**src/sv/sorted_insert_priority_queue_top_defines.svh**
```systemverilog
// Assertion macros for the sorted insert priority queue.
// Depends on nothing; included by files that carry concurrent checks.
`ifndef SORTED_INSERT_PRIORITY_QUEUE_TOP_DEFINES_SVH
`define SORTED_INSERT_PRIORITY_QUEUE_TOP_DEFINES_SVH

`ifndef ASSERT_OFF

// Check a property on every clock edge outside reset.
`define SPQ_ASSERT(lbl, prop, msg) \
  lbl: assert property (@(posedge clk) disable iff (!rst_n) (prop)) else $error(msg);

// Check that a condition implies a consequence on the same edge.
`define SPQ_ASSERT_IMPL(lbl, ante, cons, msg) \
  lbl: assert property (@(posedge clk) disable iff (!rst_n) (ante) |-> (cons)) \
    else $error(msg);

`else

`define SPQ_ASSERT(lbl, prop, msg)
`define SPQ_ASSERT_IMPL(lbl, ante, cons, msg)

`endif

`endif

```
**src/sv/spq_pkg.sv**
```systemverilog
// Shared types and constants for the sorted insert priority queue.
// No dependencies; imported by spq_store, spq_ctrl and the top level.
package spq_pkg;

  localparam int DEPTH  = 8;
  localparam int IDX_W  = (DEPTH > 1) ? $clog2(DEPTH) : 1;
  localparam int CNT_W  = $clog2(DEPTH + 1);
  localparam int DATA_W = 32;
  localparam int PRIO_W = 16;
  localparam int OCC_W  = 4;

  localparam logic [CNT_W-1:0] CNT_FULL = CNT_W'(DEPTH);

  typedef enum logic {
    FUNC_INSERT = 1'b0,
    FUNC_REMOVE = 1'b1
  } func_t;

  typedef enum logic [1:0] {
    ST_OK        = 2'd0,
    ST_OVERFLOW  = 2'd1,
    ST_UNDERFLOW = 2'd2
  } status_t;

  typedef struct packed {
    logic        [DATA_W-1:0] data;
    logic signed [PRIO_W-1:0] prio;
  } entry_t;

  typedef struct packed {
    logic             en;
    logic [IDX_W-1:0] addr;
    entry_t           entry;
  } wr_t;

  typedef struct packed {
    status_t                  status;
    logic        [DATA_W-1:0] head_data;
    logic signed [PRIO_W-1:0] head_prio;
    logic        [OCC_W-1:0]  occupancy;
  } res_t;

endpackage

```
**src/sv/spq_store.sv**
```systemverilog
// Entry storage for the priority queue: one write port, one registered read port.
// Depends on spq_pkg.
module spq_store (
  input  logic                      clk,
  input  spq_pkg::wr_t              wr,
  input  logic [spq_pkg::IDX_W-1:0] rd_addr,
  output spq_pkg::entry_t           rd_entry
);
  import spq_pkg::*;

  entry_t mem [DEPTH];
  entry_t rd_entry_r;

  // Write one entry, register the read data
  always_ff @(posedge clk) begin
    if (wr.en) begin
      mem[wr.addr] <= wr.entry;
    end
    rd_entry_r <= mem[rd_addr];
  end

  assign rd_entry = rd_entry_r;

endmodule

```
**src/sv/spq_ctrl.sv**
```systemverilog
// Sequencer of the priority queue: walks the sorted store one entry per step
// through a single signed compare. Depends on spq_pkg and the defines header.
`include "sorted_insert_priority_queue_top_defines.svh"

module spq_ctrl (
  input  logic                              clk,
  input  logic                              rst_n,
  input  logic                              in_valid,
  output logic                              in_ready,
  input  logic                              in_func,
  input  logic        [spq_pkg::DATA_W-1:0] in_item_data,
  input  logic signed [spq_pkg::PRIO_W-1:0] in_item_priority,
  output logic                              res_valid,
  input  logic                              res_ready,
  output spq_pkg::res_t                     res,
  output spq_pkg::wr_t                      wr,
  output logic        [spq_pkg::IDX_W-1:0]  rd_addr,
  input  spq_pkg::entry_t                   rd_entry
);
  import spq_pkg::*;

  typedef enum logic [2:0] {
    S_IDLE,
    S_INS_CMP,
    S_INS_PUT,
    S_REM_HEAD,
    S_REM_MOV,
    S_DONE
  } state_t;

  state_t                   state_r, state_nxt;
  logic        [IDX_W-1:0]  idx_r, idx_nxt;
  logic        [CNT_W-1:0]  count_r, count_nxt;
  entry_t                   new_r, new_nxt;
  status_t                  status_r, status_nxt;
  logic        [DATA_W-1:0] head_data_r, head_data_nxt;
  logic signed [PRIO_W-1:0] head_prio_r, head_prio_nxt;
  logic                     prio_le;

  // Shared compare: new priority goes ahead of a stored one that is not smaller
  assign prio_le = (new_r.prio <= rd_entry.prio);

  // Next state and store accesses
  always_comb begin
    state_nxt     = state_r;
    idx_nxt       = idx_r;
    count_nxt     = count_r;
    new_nxt       = new_r;
    status_nxt    = status_r;
    head_data_nxt = head_data_r;
    head_prio_nxt = head_prio_r;
    wr            = '0;
    rd_addr       = '0;
    case (state_r)
      S_IDLE: begin
        if (in_valid) begin
          new_nxt.data  = in_item_data;
          new_nxt.prio  = in_item_priority;
          head_data_nxt = '0;
          head_prio_nxt = '0;
          status_nxt    = ST_OK;
          if (in_func == FUNC_INSERT) begin
            if (count_r == CNT_FULL) begin
              status_nxt = ST_OVERFLOW;
              state_nxt  = S_DONE;
            end else if (count_r == '0) begin
              wr.en         = 1'b1;
              wr.addr       = '0;
              wr.entry.data = in_item_data;
              wr.entry.prio = in_item_priority;
              count_nxt     = count_r + 1'b1;
              state_nxt     = S_DONE;
            end else begin
              idx_nxt   = IDX_W'(count_r);
              rd_addr   = IDX_W'(count_r - 1'b1);
              state_nxt = S_INS_CMP;
            end
          end else begin
            if (count_r == '0) begin
              status_nxt = ST_UNDERFLOW;
              state_nxt  = S_DONE;
            end else begin
              rd_addr   = '0;
              state_nxt = S_REM_HEAD;
            end
          end
        end
      end
      S_INS_CMP: begin
        if (prio_le) begin
          // Shift the stored entry up one slot and look further down
          wr.en    = 1'b1;
          wr.addr  = idx_r;
          wr.entry = rd_entry;
          idx_nxt  = idx_r - 1'b1;
          if (idx_r == IDX_W'(1)) begin
            state_nxt = S_INS_PUT;
          end else begin
            rd_addr = idx_r - 1'b1 - 1'b1;
          end
        end else begin
          wr.en     = 1'b1;
          wr.addr   = idx_r;
          wr.entry  = new_r;
          count_nxt = count_r + 1'b1;
          state_nxt = S_DONE;
        end
      end
      S_INS_PUT: begin
        wr.en     = 1'b1;
        wr.addr   = idx_r;
        wr.entry  = new_r;
        count_nxt = count_r + 1'b1;
        state_nxt = S_DONE;
      end
      S_REM_HEAD: begin
        head_data_nxt = rd_entry.data;
        head_prio_nxt = rd_entry.prio;
        if (count_r == CNT_W'(1)) begin
          count_nxt = count_r - 1'b1;
          state_nxt = S_DONE;
        end else begin
          idx_nxt   = IDX_W'(1);
          rd_addr   = IDX_W'(1);
          state_nxt = S_REM_MOV;
        end
      end
      S_REM_MOV: begin
        // Move each entry one slot toward the head
        wr.en    = 1'b1;
        wr.addr  = idx_r - 1'b1;
        wr.entry = rd_entry;
        if (idx_r == IDX_W'(count_r - 1'b1)) begin
          count_nxt = count_r - 1'b1;
          state_nxt = S_DONE;
        end else begin
          idx_nxt = idx_r + 1'b1;
          rd_addr = idx_r + 1'b1;
        end
      end
      S_DONE: begin
        if (res_ready) begin
          state_nxt = S_IDLE;
        end
      end
      default: begin
        state_nxt = S_IDLE;
      end
    endcase
  end

  // Hold state and result registers
  always_ff @(posedge clk) begin
    if (!rst_n) begin
      state_r <= S_IDLE;
      count_r <= '0;
    end else begin
      state_r <= state_nxt;
      count_r <= count_nxt;
    end
    idx_r       <= idx_nxt;
    new_r       <= new_nxt;
    status_r    <= status_nxt;
    head_data_r <= head_data_nxt;
    head_prio_r <= head_prio_nxt;
  end

  assign in_ready      = (state_r == S_IDLE);
  assign res_valid     = (state_r == S_DONE);
  assign res.status    = status_r;
  assign res.head_data = head_data_r;
  assign res.head_prio = head_prio_r;
  assign res.occupancy = OCC_W'(count_r);

  `SPQ_ASSERT(a_count_bound, count_r <= CNT_FULL, "entry count above depth")
  `SPQ_ASSERT_IMPL(a_no_write_idle, state_r == S_DONE || (state_r == S_IDLE && !in_valid), !wr.en, "store written while idle")
  `SPQ_ASSERT_IMPL(a_underflow_empty, res_valid && status_r == ST_UNDERFLOW, count_r == '0, "underflow reported with stored entries")
  `SPQ_ASSERT_IMPL(a_overflow_full, res_valid && status_r == ST_OVERFLOW, count_r == CNT_FULL, "overflow reported on a queue that is not full")

endmodule

```
**src/sv/sorted_insert_priority_queue_top.sv**
```systemverilog
// Top level of the sorted insert priority queue: sequencer, store and result register.
// Depends on spq_pkg, spq_store and spq_ctrl.
//
//  channel | ports                                                   | direction
//  in      | in_valid/in_ready, in_func, in_item_data, in_item_priority | into block
//  out     | out_valid/out_ready, out_status, out_head_data,          | out of block
//          | out_head_priority, out_occupancy                         |
//
// Insert shifts entries at or above the new priority up a slot, then writes the new one;
// overflow and an empty queue skip the walk. Remove takes the head, moving the rest down.
// The loop is set by the store's single registered read port and the one priority compare.
// Reset clears the state and the entry count only; stored entries need no clearing pass.
// A new item is taken while the previous result still waits in the output register.
module sorted_insert_priority_queue_top (
  input  logic               clk,
  input  logic               rst_n,
  input  logic               in_valid,
  output logic               in_ready,
  input  logic               in_func,
  input  logic        [31:0] in_item_data,
  input  logic signed [15:0] in_item_priority,
  output logic               out_valid,
  input  logic               out_ready,
  output logic        [1:0]  out_status,
  output logic        [31:0] out_head_data,
  output logic signed [15:0] out_head_priority,
  output logic        [3:0]  out_occupancy
);
  import spq_pkg::*;

  wr_t              wr;
  logic [IDX_W-1:0] rd_addr;
  entry_t           rd_entry;
  res_t             res;
  logic             res_valid;
  logic             res_ready;
  logic             out_valid_r;
  res_t             out_r;

  spq_store u_store (
    .clk      (clk),
    .wr       (wr),
    .rd_addr  (rd_addr),
    .rd_entry (rd_entry)
  );

  spq_ctrl u_ctrl (
    .clk              (clk),
    .rst_n            (rst_n),
    .in_valid         (in_valid),
    .in_ready         (in_ready),
    .in_func          (in_func),
    .in_item_data     (in_item_data),
    .in_item_priority (in_item_priority),
    .res_valid        (res_valid),
    .res_ready        (res_ready),
    .res              (res),
    .wr               (wr),
    .rd_addr          (rd_addr),
    .rd_entry         (rd_entry)
  );

  // Load the output register when it is empty or being drained
  assign res_ready = !out_valid_r || out_ready;

  always_ff @(posedge clk) begin
    if (!rst_n) begin
      out_valid_r <= 1'b0;
    end else if (res_ready) begin
      out_valid_r <= res_valid;
    end
    if (res_valid && res_ready) begin
      out_r <= res;
    end
  end

  assign out_valid         = out_valid_r;
  assign out_status        = out_r.status;
  assign out_head_data     = out_r.head_data;
  assign out_head_priority = out_r.head_prio;
  assign out_occupancy     = out_r.occupancy;

endmodule
```
**config.mk**
```make
export PLATFORM = sky130hd
export DESIGN_NAME = sorted_insert_priority_queue_top
export DESIGN_NICKNAME = d
export VERILOG_FILES = /design/src/sv/spq_pkg.sv /design/src/sv/spq_store.sv /design/src/sv/spq_ctrl.sv /design/src/sv/sorted_insert_priority_queue_top.sv
export VERILOG_INCLUDE_DIRS = /design/src /design/src/sv
export SDC_FILE = /design/constraint.sdc
export NUM_CORES = 1
export LEC_CHECK = 0
export BUFFER_PORTS_ARGS = -buffer_cell sky130_fd_sc_hd__buf_2
export CAP_MARGIN = 10
export CORE_UTILIZATION = 50
export CTS_CLUSTER_SIZE = 16
export DETAILED_ROUTE_END_ITERATION = 16
export PLACE_DENSITY = 0.67
export SKIP_CTS_REPAIR_TIMING = 1
export SLEW_MARGIN = 20
export SYNTH_ARGS = -nofsm -noshare
export SYNTH_HDL_FRONTEND = slang
export SYNTH_SLANG_ARGS = --single-unit
```
**constraint.sdc**
```tcl
create_clock -name clk -period 5.4 [get_ports clk]
set_clock_uncertainty 0.05 [all_clocks]
set_input_delay 0.54 -clock clk [delete_from_list [all_inputs] [get_ports clk]]
set_output_delay 0.54 -clock clk [all_outputs]
set_load 0.05 [all_outputs]
```
==> results by group, run 1 <==
Floorplan
  • Initial Util: just over 50%
  • Core area: roughly 46000 um2
  • Die ar.: between 40000 and 50000 um2
  • Top-level port count: around 110
  • Die Span X: 218.8 um
  • Die Y: 218.8 um
  • Standard-cell rows: ~80

STA
  • Slew @ Worst Pin: around 0.96 ns
  • Tmin final: between 4 and 5 ns
  • Final TNS setup: 0 ns
  • Worst slew margin: between 30% and 40%
  • Setup violators final: 0
  • Max-slew violation count: 0
  • Final Hold Slack: about 0.076 ns
  • Hold Vio Cnt, Final: 0
  • Fmax: between 200 and 250 MHz
  • RSZ-0062 raised after global routing: no
  • Tcrit/Tclk final: roughly 79%

Logic synthesis
  • Post-Synth XOR/XNOR Area: less than 1%
  • Syn Inst Count: approximately 1400
  • EDFF count, synth: 539
  • Yosys top cell area share: between 60% and 70%
  • Multiplexer area fraction after synthesis: between 10% and 20%
  • Register area share after synthesis: 73.66%
  • Simple-gate portion of the synthesized area: 3.270%
  • Synthesized-area fraction occupied by adder cells: 1.225%
  • Synthesized flop and latch total: roughly 600
  • Synth cell types: between 50 and 60
  • Synth Warn #: 0
  • Syn_nets: 1437
  • Mapped cell area: ~23000 um2
  • Top_reg_cell synth: edfxtp_1
  • Post-synthesis average cell area: 17.26 um2
  • Post-synth ARST share: 0%
  • Leading area contributor after synthesis: edfxtp_1
  • Post-synthesis compound-gate area fraction: about 3.7%
  • Largest family of logic cells by synthesized area: multiplexers
  • Top post-synthesis cells by area: edfxtp_1 (69%), mux2i_1 (12%), dfxtp_1 (4.8%), mux2_2 (2.3%), a222oi_1 (2.0%)

CTS
  • CTS tree: yes
  • Clk slew on worst S/H paths: 0.06 ns
  • CTS max path bufs: 3
  • Clk_lat worst skew: around 0.6 ns
  • # clock sinks: 595
  • Htree depth: 2
  • Root buf cell: clkbuf_16
  • Num CTS Buffers: 57

Drt
  • DRT Wirelength: 48.66 mm
  • WL/cell: roughly 23 um
  • Vias per Instance: 5.657
  • Detailed Routing Iterations Pass 1: 5
  • Via count: ~12000
  • DRC viols: 0
  • Iter 0 DRT Violations: 1041
  • Final ANT Viol Nets: 0

Global route
  • Initial antenna violation count: 1
  • First-pass GRT wire length: around 73 mm
  • Overflow after GRT: 0
  • Vias in the first global route: between 10000 and 15000
  • Largest net degree at the start of global routing: 97
  • GRT Overall Usage: roughly a fifth

Worst setup path
  • Critical path arrival: ~4.5 ns
  • FF-to-FF path depth: 10
  • Critical path endpoint category: register
  • WS Path Type: reg2reg
  • Required time of the critical path: roughly 5.7 ns
  • Worst Path Max Fanout: 29
  • Startpoint types: register

Run status
  • Status: complete, no violations

Worst hold path
  • WHS Path Cells: 1
  • Worst hold path type: in2reg

Cells and area
  • Area growth from synthesis to layout: 13.79%
  • Most frequent cells in the layout: edfxtp_1 (539), mux2i_1 (291), buf_2 (108)
  • Fillers: 3550
  • Layout cells sized above 1: ~19%
  • Layout Nets: between 1500 and 2000
  • Antenna cell count: 0
  • Register area: between 15000 and 20000 um2
  • Commonest non-fill, non-tap cell in the layout: edfxtp_1
  • Multi-input gate area: approximately 5600 um2

Placed design
  • PortBufs: ~110
  • Hpwl dp: 25.73 mm
  • Gpl congestion: 0.8435

Pwr
  • Power per cell area: roughly 700 nW/um2
  • Standby leakage power: around 9.4 nW
  • Pwr Total: ~19 mW
  • Peak VDD IR: between 0.8 and 0.9 mV

Flow run
  • Max Cap Viol: 0
[final cells by class]
type,instances,area share [%]
Sequential cell,595,64.74
Multi-Input combinational cell,622,20.95
Clock buffer,76,5.831
Timing Repair Buffer,136,3.276
Tap cell,607,2.841
Clock inverter,30,1.310
Inverter,75,1.053
[routing by layer]
| layer | vias up | GRT usage (%) | routed length, um |
|---|---|---|---|
| met3 | 87 | 2.883 | 2430 |
| met5 | - | 0 | 0 |
| li1 | 5561 | - | - |
| met4 | 0 | 6.875 | 1300 |
| met1 | 6127 | 27.87 | 21440 |
| met2 | 337 | 33.95 | 23490 |
[cells in the mapped netlist, drive strengths merged (5+ instances only)]
cell type and n:
clkbuf 31, nor2 33, nand4 6, nor3 24, nand3 5, o21ai 11, a21oi 21, or2 5
dfxtp 56, mux2i 291, edfxtp 539, buf 38, inv 74, nand2 16, ha 23, nand2b 5
mux2 48, a222oi 48, and3 35, xnor2 5, a211oi 6
[cell families after synthesis]
family	Yosys count
flops	595
fa+ha+maj	23
xor+xnor	9
simple gates	145
buf+inv	144
compound gates	106
mux	339
[metrics by stage]
stage	utilization (%)	setup WS, ns	cells	area (um2)
CTS	57.55	1.237	2141	26740
floorplan	-	0.9762	1361	23500
finish	57.55	1.160	2141	26740
detailed placement	53.44	1.250	2035	24830
global placement	53.43	1.269	2035	24820
global route	57.55	0.9135	2141	26740
[registers in the layout, indices dropped and copies added (netlist names)]
register	flops
out_head_data	32
out_head_priority	16
out_occupancy	4
out_status	2
out_valid	1
u_ctrl.count_r	4
u_ctrl.head_data_r	32
u_ctrl.head_prio_r	16
u_ctrl.idx_r	3
u_ctrl.new_r	48
u_ctrl.state_r	3
u_ctrl.status_r	2
u_store.mem	384
u_store.rd_entry	48
[final timing paths]
path                                            start                    to  slack (ns)
worst max register to register        u_ctrl.new_r[1]     u_store.mem[4][0]        1.16
worst min register to register  u_ctrl.head_prio_r[1]  out_head_priority[1]        0.36
worst max-delay path                  u_ctrl.new_r[1]     u_store.mem[4][0]        1.16
worst min-delay path                 in_item_data[25]      u_ctrl.new_r[41]        0.08
[power by group]
| part | internal (mW) | total [mW] | switching [mW] |
|---|---|---|---|
| Combinational | 2.52 | 6.85 | 4.32 |
| Clock | 2.36 | 4.02 | 1.66 |
| Sequential | 7.32 | 7.76 | 0.446 |
[critical path: stages (launching register included)]
cell      delay (ns)
edfxtp_1        0.40
ha_1            0.30
nor2b_1         0.14
o31ai_1         0.52
a31oi_1         0.16
a211oi_1        0.53
or2_1           0.42
o21ai_4         0.31
buf_4           0.41
a222oi_1        0.45
inv_1           0.23
Note: power is estimated with default switching activity, not from simulation.
==> inputs of run 2 (changes only) <==
--- a/config.mk
+++ b/config.mk
@@ -11,7 +11,7 @@
 export CORE_UTILIZATION = 50
 export CTS_CLUSTER_SIZE = 16
 export DETAILED_ROUTE_END_ITERATION = 16
-export PLACE_DENSITY = 0.67
+export PLACE_DENSITY = 0.7
 export SKIP_CTS_REPAIR_TIMING = 1
 export SLEW_MARGIN = 20
 export SYNTH_ARGS = -nofsm -noshare
==> constraint.sdc (replaced) <==
create_clock -name clk -period 3.51 [get_ports clk]
set_clock_uncertainty 0.05 [all_clocks]
set_input_delay 0.351 -clock clk [delete_from_list [all_inputs] [get_ports clk]]
set_output_delay 0.351 -clock clk [all_outputs]
set_load 0.05 [all_outputs]
==> run 2 against run 1 <==
  * Sequential power increased by 53%
  * Critical path type unchanged
  * Die area unchanged
  * Worst hold slack got worse by 0.055 ns
  * Critical path depth increased by 2
  * The flow now finishes with violations (setup timing)
  * Power increased by 66%
  * Combinational power increased by 88%
==> results by group, run 2 (synthesis gave the netlist of run 1 again) <==
Floorplan
  • Top-level port count: 109 (unchanged)
  • Die ar.: 47860 um2 (unchanged)
  • Die Y: 218.8 um (unchanged)
  • Die Span X: 218.8 um (unchanged)
  • Initial Util: 50.57% (unchanged)
  • Standard-cell rows: 79 (unchanged)
  • Core area: 46460 um2 (unchanged)

Global route
  • Overflow after GRT: 0 (unchanged)
  • GRT Overall Usage: 20.19% (was 20.48%)
  • Largest net degree at the start of global routing: 51 (was 97)
  • First-pass GRT wire length: 72.30 mm (was 72.53 mm)
  • Vias in the first global route: 12400 (was 12000)
  • Initial antenna violation count: 2 (was 1)

Run status
  • Failing checks: setup timing
  • Status: finished, violations left (was complete, no violations)

Worst setup path
  • Crit-path max cell delay: 0.58 ns (was 0.53 ns)
  • Startpoint types: register (unchanged)
  • Worst Path Max Fanout: 7 (was 29)
  • Worst Setup SP: u_ctrl.new_r[5] (was u_ctrl.new_r[1])
  • Critical path arrival: 4.03 ns (was 4.49 ns)
  • Reg2reg end: u_store.rd_entry[32] (was u_store.mem[4][0])
  • Kind of cell adding the most delay to the critical path: simple AND/OR/NAND/NOR gates (was compound AO/OA/AOI/OAI gates)
  • Reg-to-reg setup timing slack: -0.08 ns (was 1.16 ns)
  • Critical path endpoint category: register (unchanged)
  • Most common cell type on the critical path: mux2i_1
  • Reg2Reg Launch Point: u_ctrl.new_r[5] (was u_ctrl.new_r[1])
  • Required time of the critical path: 3.95 ns (was 5.65 ns)
  • WS Path Type: reg2reg (unchanged)
  • End of the critical path: u_store.rd_entry[32] (was u_store.mem[4][0])
  • FF-to-FF path depth: 12 (was 10)
  • Slowest cell on the critical path: or4_4 (was a211oi_1)
  • Crit path depth: 12 (was 10)
  • Worst-path cell chain: ha_4, nand4_1, or4_4, o21ai_2, a22oi_2, o41ai_4, buf_4, buf_12, buf_16, mux2i_1, mux2i_1, mux2_2 (was ha_1, nor2b_1, o31ai_1, a31oi_1, a211oi_1, or2_1, o21ai_4, buf_4, a222oi_1, inv_1)
  • Crit path buf inv count: 3 (was 2)

Cells and area
  • Fin cells: 2261 (was 2141)
  • Area growth from synthesis to layout: 21.15% (was 13.79%)
  • Max FFs per register: 384 (unchanged)
  • Layout cells sized above 1: 23.94% (was 19.30%)
  • Fillers: 3399 (was 3550)
  • Antenna cell count: 0 (unchanged)
  • Most frequent cells in the layout: edfxtp_1 (539), mux2i_1 (280), buf_2 (108) (was edfxtp_1 (539), mux2i_1 (291), buf_2 (108))
  • Layout Nets: 1682 (was 1563)
  • Most flops, register: u_store.mem (unchanged)
  • Final core utilization: 61.27% (was 57.55%)
  • Commonest non-fill, non-tap cell in the layout: edfxtp_1 (unchanged)

STA
  • Final TNS setup: -1.148 ns (was 0 ns)
  • Worst slew margin: 41.95% (was 36.12%)
  • Hold Vio Cnt, Final: 0 (unchanged)
  • Final WS setup: -0.08350 ns (was 1.160 ns)
  • Tmin final: 3.593 ns (was 4.240 ns)
  • Setup violators final: 36 (was 0)
  • Slew @ Worst Pin: 0.8707 ns (was 0.9582 ns)
  • Tcrit/Tclk final: 102.4% (was 78.52%)
  • Final Hold Slack: 0.02120 ns (was 0.07645 ns)
  • Fmax: 278.3 MHz (was 235.8 MHz)
  • Max-slew violation count: 0 (unchanged)
  • RSZ-0062 raised after global routing: yes (was no)

CTS
  • Num CTS Buffers: 58 (was 57)
  • # clock sinks: 595 (unchanged)
  • Clk_lat worst skew: 0.61 ns (was 0.60 ns)
  • CTS max path bufs: 3 (unchanged)
  • Htree depth: 2 (unchanged)
  • Root buf cell: clkbuf_16 (unchanged)
  • Clk slew on worst S/H paths: 0.06 ns (about the same)
  • CTS tree: yes (unchanged)

Flow run
  • Max Cap Viol: 0 (unchanged)

Pwr
  • Power per cell area: 1088 nW/um2 (was 696.8 nW/um2)
  • Peak VDD IR: 0.6304 mV (was 0.8118 mV)
  • Standby leakage power: 10.17 nW (was 9.403 nW)

Worst hold path
  • Worst hold path type: in2reg (unchanged)
  • WHS Path Cells: 3 (was 1)

Drt
  • Vias per Instance: 5.640 (was 5.657)
  • Final ANT Viol Nets: 0 (unchanged)
  • Iter 0 DRT Violations: 1356 (was 1041)
  • Detailed Routing Iterations Pass 1: 6 (was 5)
  • DRC viols: 0 (unchanged)
  • DRT Wirelength: 50.71 mm (was 48.66 mm)
  • Via count: 12750 (was 12110)
  • WL/cell: 22.43 um (was 22.73 um)

Placed design
  • Placed Cells incl. Taps: 2075 (was 2035)
  • Gpl congestion: 0.8716 (was 0.8435)
  • PortBufs: 108 (unchanged)
  • Hpwl dp: 27.75 mm (was 25.73 mm)
[run 2: metrics by stage]
| stage | power (mW) | setup WS [ns] | cell area [um2] |
|---|---|---|---|
| finish | 30.96 | -0.08350 | 28460 |
| global route | 32.33 | -0.1401 | 28460 |
| CTS | 29.50 | -0.1205 | 27240 |
| detailed placement | 23.31 | -0.1006 | 25340 |
| global placement | 22.97 | -0.02672 | 25340 |
| floorplan | 19.79 | -0.5826 | 23520 |
[run 2: area by class of cell]
class,instances,area [um2],share of cell area [%]
clock buffer,74,1612,5.662
tap,607,759.5,2.668
sequential,595,17310,60.82
clock inverter,34,296.5,1.042
multi-input combinational,622,5727,20.12
inverter,75,281.5,0.9891
timing repair buffer,254,2477,8.704
[run 2: layer usage]
metal	vias to the layer above	routed length (um)	GRT usage [%]
met3	80	3136	3.340
li1	5794	-	-
met4	0	1177	6.898
met1	6444	21760	27.38
met5	-	0	0
met2	434	24630	33.14
[run 2: where the power goes]
part           leakage (nW)  internal [mW]  total, mW  switching (mW)
Sequential             5.48           11.3       11.9           0.668
Clock                 0.945           3.59       6.14            2.55
Combinational          3.74           5.56       12.9            7.33
Total                  10.2           20.4       31.0            10.5
[run 2: worst min-delay path by stage]
stage	startpoint	end	slack [ns]
floorplan	u_ctrl.head_data_r[0]	out_head_data[0]	0.35
global placement	u_ctrl.head_prio_r[1]	out_head_priority[1]	0.35
detailed placement	u_ctrl.head_data_r[3]	out_head_data[3]	0.35
CTS	in_item_data[26]	u_ctrl.new_r[42]	-0.15
global route	in_func	u_ctrl.state_r[1]	0.03
finish	in_func	u_ctrl.state_r[1]	0.02
[run 2: worst register-to-register path, cell delays in order (launching register included)]
cell and delay [ns]:
edfxtp_1 0.44, ha_4 0.30, nand4_1 0.21, or4_4 0.58
o21ai_2 0.15, a22oi_2 0.13, o41ai_4 0.45, buf_4 0.25
buf_12 0.16, buf_16 0.15, mux2i_1 0.24, mux2i_1 0.11
mux2_2 0.26
